File: src/sv/assert_macros.svh
// Assertion macros shared by the bank timing block.
// Define ASSERT_OFF to compile the checks out.
`ifndef ASSERT_MACROS_SVH
`define ASSERT_MACROS_SVH
`ifndef ASSERT_OFF
`define ASSERT_PROP(lbl, clk, rst_n, prop) \
	lbl: assert property (@(posedge clk) disable iff (!rst_n) prop) \
	else $error("bank timing check failed");
`define ASSERT_NEVER(lbl, clk, rst_n, cond) \
	lbl: assert property (@(posedge clk) disable iff (!rst_n) !(cond)) \
	else $error("bank timing forbidden condition");
`else
`define ASSERT_PROP(lbl, clk, rst_n, prop)
`define ASSERT_NEVER(lbl, clk, rst_n, cond)
`endif
`endif

File: src/sv/dbtr_pkg.sv
// Shared types, constants and saturating helpers for the bank timing block.
// No dependencies.
package dbtr_pkg;
	localparam int TS_W = 48;
	localparam logic [TS_W-1:0] TMAX = {TS_W{1'b1}};
	typedef logic [TS_W-1:0] ts_t;

	localparam int BANKS_PER_RANK_D    = 16;
	localparam int RANKS_D             = 2;
	localparam int BANK_GROUPS_D       = 4;
	localparam int LINES_PER_ROW_D     = 32;
	localparam int CHANNELS_D          = 2;
	localparam int ACT_HISTORY_DEPTH_D = 8;

	localparam int CFG_IDX_W = 3;
	localparam logic [CFG_IDX_W-1:0] REG_CORE     = 3'd0;
	localparam logic [CFG_IDX_W-1:0] REG_TURN     = 3'd1;
	localparam logic [CFG_IDX_W-1:0] REG_ACTWIN   = 3'd2;
	localparam logic [CFG_IDX_W-1:0] REG_BURST    = 3'd3;
	localparam logic [CFG_IDX_W-1:0] REG_RETLAT   = 3'd4;
	localparam logic [CFG_IDX_W-1:0] REG_MAXACC   = 3'd5;
	localparam logic [CFG_IDX_W-1:0] REG_POLICY   = 3'd6;

	localparam logic [1:0] POL_OPEN      = 2'd0;
	localparam logic [1:0] POL_CLOSE     = 2'd1;
	localparam logic [1:0] POL_OPEN_ADP  = 2'd2;
	localparam logic [1:0] POL_CLOSE_ADP = 2'd3;

	// one step command per controller state
	typedef struct packed {
		logic capture;
		logic load;
		logic pre;
		logic act;
		logic apply;
		logic col;
		logic dready;
		logic finish;
		logic close;
	} ctl_t;

	// saturating add, flag in the top bit
	function automatic logic [TS_W:0] tadd(input ts_t a, input ts_t b);
		logic [TS_W:0] s;
		s = {1'b0, a} + {1'b0, b};
		if (s[TS_W]) s = {1'b1, TMAX};
		return s;
	endfunction

	function automatic ts_t umax(input ts_t a, input ts_t b);
		return (a > b) ? a : b;
	endfunction
endpackage

File: src/sv/dbtr_ctrl.sv
// Step sequencer for the bank timing block.
// Depends on dbtr_pkg.
module dbtr_ctrl import dbtr_pkg::*; (
	input  logic clk,
	input  logic arst_n,
	input  logic start,
	output logic busy,
	output logic done,
	output ctl_t ctl
);
	typedef enum logic [3:0] {
		S_IDLE, S_LOAD, S_PRE, S_ACT, S_APPLY, S_COL, S_DRDY, S_FIN, S_CLOSE
	} state_t;

	state_t state_q;

	// advance one step per cycle, waiting in idle for start
	always_ff @(posedge clk or negedge arst_n) begin
		if (!arst_n) begin
			state_q <= S_IDLE;
		end else begin
			case (state_q)
				S_IDLE:  if (start) state_q <= S_LOAD;
				S_LOAD:  state_q <= S_PRE;
				S_PRE:   state_q <= S_ACT;
				S_ACT:   state_q <= S_APPLY;
				S_APPLY: state_q <= S_COL;
				S_COL:   state_q <= S_DRDY;
				S_DRDY:  state_q <= S_FIN;
				S_FIN:   state_q <= S_CLOSE;
				S_CLOSE: state_q <= S_IDLE;
				default: state_q <= S_IDLE;
			endcase
		end
	end

	assign busy = (state_q != S_IDLE);
	assign done = (state_q == S_CLOSE);

	// decode step commands
	always_comb begin
		ctl = '0;
		ctl.capture = (state_q == S_IDLE) && start;
		ctl.load    = (state_q == S_LOAD);
		ctl.pre     = (state_q == S_PRE);
		ctl.act     = (state_q == S_ACT);
		ctl.apply   = (state_q == S_APPLY);
		ctl.col     = (state_q == S_COL);
		ctl.dready  = (state_q == S_DRDY);
		ctl.finish  = (state_q == S_FIN);
		ctl.close   = (state_q == S_CLOSE);
	end
endmodule

File: config.mk
export PLATFORM = sky130hd
export DESIGN_NAME = dbtr_ctrl
export DESIGN_NICKNAME = d
export VERILOG_FILES = /design/src/sv/assert_macros.svh /design/src/sv/dbtr_pkg.sv /design/src/sv/dbtr_ctrl.sv
export SDC_FILE = /design/constraint.sdc
export NUM_CORES = 1
export LEC_CHECK = 0
export CAP_MARGIN = 20
export CORE_AREA = 2 2 39 41
export CTS_CLUSTER_DIAMETER = 60
export CTS_CLUSTER_SIZE = 25
export DETAILED_ROUTE_END_ITERATION = 7
export DIE_AREA = 0 0 41 43
export DONT_BUFFER_PORTS = 1
export GPL_TIMING_DRIVEN = 0
export HOLD_SLACK_MARGIN = 0.15
export PLACE_DENSITY_LB_ADDON = 0.05
export SLEW_MARGIN = 10
export SYNTH_ARGS = -nofsm -noshare
export SYNTH_HDL_FRONTEND = slang
export SYNTH_SLANG_ARGS = --single-unit
export TNS_END_PERCENT = 10
File: constraint.sdc
create_clock -name clk -period 0.9 [get_ports clk]
set_clock_uncertainty 0.1 [all_clocks]
set_input_delay 0.045 -clock clk [delete_from_list [all_inputs] [get_ports clk]]
set_output_delay 0.045 -clock clk [all_outputs]
set_load 0.03 [all_outputs]
# Word level (Yosys, flattened, before mapping)
# Index checks and enable logic that the tools add are counted.
# word_totals
regBits	4
in_bits	3
word_cells	15
# classes
eq_ne	9
muxes	2
n_reduce_logical	3
# ops
op	n
4-bit one-hot mux with 8 select lines	1
4-bit by 3-bit == test with 1-bit output, second input constant	4
4-bit by 2-bit == test with 1-bit output, second input constant	2
4-bit by 1-bit == test with 1-bit output, second input constant	1
4-bit == test, second input constant	1
4-bit logical NOT	1
4-bit two-way mux	1
4-bit nonzero test	1
2-bit != test, second input constant	1
1-bit logical AND	1

# Longest topological paths before layout
# Gate-level depths: netlist of the first run.
# logic_depth
depth_word	2
ltp_mapped	2

# Least setup slack after synthesis of the first run
# Ideal clock, no wire load.
# synth_path
kind	register to output
start	register state_q[1]
end	output ctl[0] (netlist bit)
t_arrival_ns	1.911
required_ns	0.755
slack_ns	-1.156
path_stages_with_launch	3
path_cell_list	dfrtp_1 > nor4b_1 > buf_4
# synth_via
elab_chain_cells	1
# synth_lines
item	line_no	text
start, declared	dbtr_ctrl.sv:15	state_t state_q;
start signal, assigned	dbtr_ctrl.sv:20	state_q <= S_IDLE;
start signal, assigned	dbtr_ctrl.sv:23	S_IDLE: if (start) state_q <= S_LOAD;
start signal, assigned	dbtr_ctrl.sv:24	S_LOAD: state_q <= S_PRE;
4-bit == test	n/a	
end, declared	dbtr_ctrl.sv:9	output ctl_t ctl
# No other way between the ends.

# Final worst setup path of the first run
# Same ends and word-level chain as after synthesis.

==> results of run 1 <==
==> layout make-up <==
| type | instances | area [sq um] | area share (%) |
|---|---|---|---|
| Multi-Input combinational cell | 22 | 181 | 45.3 |
| Sequential cell | 4 | 104 | 25.9 |
| Timing Repair Buffer | 7 | 57.6 | 14.4 |
| Clock buffer | 4 | 26.3 | 6.56 |
| Tap cell | 16 | 20.0 | 5.00 |
| Buffer | 1 | 11.3 | 2.81 |
==> worst register-to-register path, stage by stage (launching register included) <==
cell and delay (ns):
sky130_fd_sc_hd__dfrtp_2 0.43, sky130_fd_sc_hd__buf_4 0.16, sky130_fd_sc_hd__nand2b_1 0.21, sky130_fd_sc_hd__a21oi_1 0.20
==> worst paths after layout <==
check / startpoint / end / slack, ns / cells after the start
min in group clk: start / ctl[8] / 0.17 / 1
hold / removal: arst_n / state_q[2] / -0.03 / 1
setup reg to reg: state_q[1] / state_q[1] / -0.29 / 3
setup / recovery: state_q[1] / ctl[0] / -0.68 / 2
max in group asynchronous: arst_n / state_q[1] / 0.54 / 1
hold reg to reg: state_q[3] / state_q[0] / 0.43 / 1
==> stage by stage <==
stage | hold slack (ns) | area, sq um | cells | util (%)
finish | -0.0257 | 400 | 54 | 28.9
global route | -0.0276 | 400 | 54 | 28.9
global placement | -0.350 | 260 | 43 | 18.8
CTS | -0.0374 | 359 | 51 | 25.9
detailed placement | -0.350 | 260 | 43 | 18.8
floorplan | -0.351 | 240 | 27 | -
==> cell usage in the layout (no fill, tap or decap) <==
cell type and instances:
sky130_fd_sc_hd__a21oi_1 1, sky130_fd_sc_hd__and3_4 1, sky130_fd_sc_hd__buf_4 5, sky130_fd_sc_hd__buf_6 1
sky130_fd_sc_hd__clkbuf_1 1, sky130_fd_sc_hd__clkbuf_4 3, sky130_fd_sc_hd__dfrtp_1 1, sky130_fd_sc_hd__dfrtp_2 3
sky130_fd_sc_hd__dlygate4sd3_1 2, sky130_fd_sc_hd__mux2i_1 1, sky130_fd_sc_hd__nand2_2 2, sky130_fd_sc_hd__nand2b_1 2
sky130_fd_sc_hd__nand2b_2 1, sky130_fd_sc_hd__nor2_1 2, sky130_fd_sc_hd__nor2_2 3, sky130_fd_sc_hd__nor2_4 4
sky130_fd_sc_hd__nor3_1 2, sky130_fd_sc_hd__nor3_2 1, sky130_fd_sc_hd__nor4b_4 1, sky130_fd_sc_hd__or2_1 1
==> per-layer routing <==
metal / global-route usage [%] / vias to the layer above / wire [um]
met1: 13.0 / 103 / 270
met2: 10.0 / 5 / 305
met3: 4.71 / 0 / 27
met5: 0 / - / 0
met4: 8.00 / 0 / 0
li1: - / 110 / -
==> repair_timing <==
item | in CTS | in global routing
hold endpoints to repair | 5 | 4
setup endpoints to repair | 15 | 15
setup buffers | 2 | 3
resized for setup | 14 | 5
pin swaps | 3 | 2
==> logic make-up (layout without fill, tap and decap cells) <==
kind of cell	count (synthesis)	count (layout)	share of synthesized area (%)
compound gates	1	1	2.28
buf+inv	1	12	3.43
flops	4	4	45.7
mux	1	1	4.57
simple gates	20	20	44.0
==> summary.log, run 1 <==
[critical_path] Largest delay share family, worst path simple AND/OR/NAND/NOR gates
[grt] final global-route overflow total 0
[timing] Setup TNS -6.63 ns
[timing] Tmin final 1.58 ns
[floorplan] row count 14
[route] # DRC 0
[timing] number of endpoints with negative hold slack in the final report 4
[timing] relative slew slack 62.9%
[clock_network] maximum clock path buffer count 2
[layout] largest registers state_q: 4 flops
[yosys] Post-synth top cells sky130_fd_sc_hd__nor2_1 (9), sky130_fd_sc_hd__dfrtp_1 (4), sky130_fd_sc_hd__nand2b_1 (3), sky130_fd_sc_hd__nor3_1 (3), sky130_fd_sc_hd__nand2_1 (2)
[route] DRT Pass-1 Iters 3
[yosys] synthesized instance count 27
[clock_network] H-tree levels 1
[clock_network] clock latency on the worst-skew pair 0.24 ns
[route] number of nets with antenna violations after detailed routing 0
[clock_network] clock tree from TritonCTS done
[yosys] average cell area after synthesis 8.11 sq um
[layout] max FFs per register 4
[critical_path] number of buffer and inverter stages on the critical path 1
[layout] Layout area overhead 82.9%
[route] WL final 603 um
[floorplan] initial standard-cell utilization of the core 15.8%
[grt] initial antenna violation count 0
[critical_path] maximum fanout along the worst path 4
[place] global placement routability congestion 0.587
[yosys] post-synth top area share 45.7%
[clock_network] number of buffers created by CTS 3
[flow_run] Max-Cap Viols 0
[yosys] count of unique library cells instantiated by Yosys 11
[timing] transition at the pin with the smallest max-transition slack 0.554 ns
[timing] Fmax achieved 0.635 GHz
[floorplan] placeable core region 1380 sq um
[yosys] number of flops mapped to enable cells by yosys 0
[layout] Reg with most FFs state_q
[layout] final antenna diode count 0
[critical_path] data required time at the worst endpoint 0.75 ns
[min_path] worst hold-check path type input pin to async pin
[timing] final setup fails 15
[yosys] number of nets produced by synthesis 30
[floorplan] I/O pins 14
[clock_network] clock root buffer sky130_fd_sc_hd__clkbuf_4
[route] post-DR vias/cell 4.04
[critical_path] stage delay of the slowest cell on the critical path 0.56 ns
[yosys] leading register cell type out of synthesis sky130_fd_sc_hd__dfrtp_1
[yosys] count leader, synth sky130_fd_sc_hd__nor2_1
[clock_network] clock-pin slew on the worst setup and hold paths 0.04 ns
[yosys] area of the mapped netlist 219 sq um
[critical_path] Slowest-stage cell, CP sky130_fd_sc_hd__nor4b_4
[critical_path] critical-path cell list nor4b_4 > buf_6
[floorplan] die height 43 um
[critical_path] startpoint class of the critical path flop
[run_status] failing checks hold timing, setup timing
[route] drt initial violations 2
[yosys] cell type contributing the most total cell area after synthesis sky130_fd_sc_hd__dfrtp_1
[critical_path] start-to-end type of the worst setup path flop to primary output
[floorplan] Die X 41 um
[route] total via count in the routed design 218
[place] number of buffer cells added on primary ports 0
[yosys] fraction of synthesis flops using an asynchronous set or reset pin 100%
[place] detailed-placement wirelength estimate 414 um
[yosys] total number of yosys warnings 0
[yosys] top cells by area, synth sky130_fd_sc_hd__dfrtp_1 (46%), sky130_fd_sc_hd__nor2_1 (15%), sky130_fd_sc_hd__nand2b_1 (8.6%)
[run_status] run status complete, but fails checks
[floorplan] die area 1760 sq um
[timing] period utilization 175%
[yosys] post-synthesis sequential area ratio 45.7%
[timing] setup repair after global routing missed its margin yes
[critical_path] arrival time of the worst setup path 1.43 ns
[place] pre-CTS setup slack -0.493 ns
[layout] number of nets in the final layout 42
[critical_path] element type at the critical path end primary output
[clock_network] Sink Count 4
[yosys] flops & latches, synth 4
[grt] global-route usage over all layers 9.38%
[grt] maximum number of pins on one net before global-route repair 8
[layout] share of cells above drive strength 1 65.8%
[grt] wire length of the first global-routing pass 1040 um
[layout] fill cell total of the finished layout 161
[timing] Worst Setup Slack, final -0.675 ns
[grt] number of global-route vias before repair 222
[route] WL/cell 11.2 um
[clock_network] number of hold buffers added after cts 2
[timing] Slew Limit Fails 0
[timing] hold slack -0.0257 ns
Power of run 1 is left out: the tool's default activity adds up to more than one toggle a clock period on the data nets, which glitch-free logic cannot reach.
==> run 2: changes to the inputs <==
--- a/config.mk
+++ b/config.mk
@@ -7,6 +7,7 @@
 export LEC_CHECK = 0
 export CAP_MARGIN = 20
 export CORE_AREA = 2 2 39 41
+export CTS_BUF_LIST = sky130_fd_sc_hd__clkbuf_8
 export CTS_CLUSTER_DIAMETER = 60
 export CTS_CLUSTER_SIZE = 25
 export DETAILED_ROUTE_END_ITERATION = 7
==> run 2 against run 1 <==
Compared with the run above: the run still ends with hold timing, setup timing left; sequential cell count did not move; non-clock buffer count did not move; setup slack improved by 0.019 ns; cell area rose by 4.7%; highest routed layer unchanged.
==> summary.log, run 2 (same netlist as run 1, synthesis figures left out) <==
[run_status] run status complete, but fails checks
[run_status] failing checks hold timing, setup timing
[clock_network] H-tree levels 1 [unchanged]
[min_path] worst hold-check path type input pin to async pin
[clock_network] maximum clock path buffer count 2 [unchanged]
[critical_path] maximum fanout along the worst path 4 [unchanged]
[layout] share of cells above drive strength 1 65.8% [unchanged]
[critical_path] arrival time of the worst setup path 1.41 ns [-0.02 ns]
[critical_path] startpoint class of the critical path flop
[place] number of buffer cells added on primary ports 0 [unchanged]
[layout] Layout area overhead 91.4%
[layout] area taken by flip-flops and latches 104 sq um [unchanged]
[timing] transition at the pin with the smallest max-transition slack 0.554 ns [+0.00000215 ns]
[grt] maximum number of pins on one net before global-route repair 8 [unchanged]
[timing] setup repair after global routing missed its margin yes
[flow_run] Max-Cap Viols 0 [unchanged]
[timing] Tmin final 1.56 ns [-0.0185 ns]
[timing] number of endpoints with negative hold slack in the final report 2 [-2]
[layout] total area of multi-input combinational cells 181 sq um [unchanged]
[route] # DRC 0 [unchanged]
[clock_network] clock-pin slew on the worst setup and hold paths 0.03 ns [about the same]
[route] DRT Pass-1 Iters 3 [unchanged]
[layout] number of nets in the final layout 42 [unchanged]
[layout] final cell count without fillers 54 [unchanged]
[grt] global-route usage over all layers 9.38% [unchanged]
[floorplan] die area 1760 sq um [unchanged]
[clock_network] Sink Count 4 [unchanged]
[timing] relative slew slack 62.9% [about the same]
[clock_network] clock tree from TritonCTS done
[layout] final antenna diode count 0 [unchanged]
[floorplan] placeable core region 1380 sq um [unchanged]
[critical_path] element type at the critical path end primary output
[route] drt initial violations 3 [+1]
[timing] final setup fails 15 [unchanged]
[critical_path] start-to-end type of the worst setup path flop to primary output
[floorplan] I/O pins 14 [unchanged]
[layout] max FFs per register 4 [unchanged]
[floorplan] initial standard-cell utilization of the core 15.8% [unchanged]
[place] global placement routability congestion 0.587 [unchanged]
[place] detailed-placement wirelength estimate 414 um [unchanged]
[clock_network] number of buffers created by CTS 3 [unchanged]
[timing] Fmax achieved 0.642 GHz [+1.2%]
[timing] hold slack -0.00357 ns [+0.0221 ns]
[grt] initial antenna violation count 0 [unchanged]
[clock_network] clock latency on the worst-skew pair 0.22 ns [-0.02 ns]
[place] total placed cells including tap cells 43 [unchanged]
[floorplan] Die X 41 um [unchanged]
[grt] number of global-route vias before repair 220 [-0.90%]
[timing] period utilization 173% [-2.1 points]
[layout] most common cell after layout, fill and taps aside sky130_fd_sc_hd__buf_4
[route] WL final 610 um [+1.2%]
[clock_network] number of hold buffers added after cts 2 [unchanged]
[timing] Slew Limit Fails 0 [unchanged]
[place] total placed instance area 260 sq um [unchanged]
[grt] final global-route overflow total 0 [unchanged]
[timing] Setup TNS -6.41 ns [+0.221 ns]
[layout] most frequent cells in the layout sky130_fd_sc_hd__buf_4 (5), sky130_fd_sc_hd__nor2_4 (4), sky130_fd_sc_hd__nor2_2 (3), sky130_fd_sc_hd__clkbuf_8 (3), sky130_fd_sc_hd__dfrtp_2 (3)
[route] post-DR vias/cell 4.02 [-0.46%]
[layout] summed area of non-filler cells in the final layout 419 sq um [+4.7%]
[floorplan] die height 43 um [unchanged]
[critical_path] data required time at the worst endpoint 0.75 ns [about the same]
[floorplan] row count 14 [unchanged]
[layout] largest registers state_q: 4 flops
[clock_network] clock root buffer sky130_fd_sc_hd__clkbuf_8
[layout] fill cell total of the finished layout 157 [-2.5%]
[route] number of nets with antenna violations after detailed routing 0 [unchanged]
[route] total via count in the routed design 217 [-0.46%]
[timing] Worst Setup Slack, final -0.657 ns [+0.0185 ns]
[grt] wire length of the first global-routing pass 1040 um [unchanged]
[layout] Reg with most FFs state_q
[route] WL/cell 11.3 um [+1.2%]
## run 2: stage by stage
step                      worst slack (ns)  util, %
final                               -0.657     30.3
after global routing                -0.733     30.3
after CTS                           -0.696     27.3
after detailed placement            -0.493     18.8
after global placement              -0.491     18.8
after floorplan                     -0.440        -
## run 2: path summary, 6_finish.rpt
path | slack [ns] | cells after the start | start | endpoint
setup / recovery | -0.66 | 2 | state_q[1] | ctl[0]
hold / removal | -0.004 | 1 | arst_n | state_q[2]
setup reg to reg | -0.29 | 3 | state_q[1] | state_q[1]
hold reg to reg | 0.43 | 1 | state_q[3] | state_q[0]
max in group asynchronous | 0.52 | 1 | arst_n | state_q[1]
min in group clk | 0.17 | 1 | start | ctl[8]
## run 2: timing repair
item                       CTS  global route
pin swaps                    3             2
resized for setup           14             5
hold endpoints to repair     5             4
setup endpoints to repair   15            15
setup buffers                2             3
## run 2: area by class of cell
cell class | count | area share [%]
multi-input cells | 22 | 43.3
well taps | 16 | 4.78
clock inverters | 1 | 0.896
flip-flops and latches | 4 | 24.8
plain buffers | 1 | 2.69
clock buffers | 3 | 9.85
repair buffers | 7 | 13.7
## run 2: worst max-delay path, cell delays in order (launching register included)
cell,delay [ns]
sky130_fd_sc_hd__dfrtp_2,0.43
sky130_fd_sc_hd__nor4b_4,0.56
sky130_fd_sc_hd__buf_6,0.21
## run 2: per-layer routing
metal | track usage (%) | wire (um)
met2 | 10.0 | 305
met5 | 0 | 0
met3 | 4.71 | 26
met1 | 13.0 | 277
met4 | 8.00 | 0
Power of run 2 is left out for the same reason.
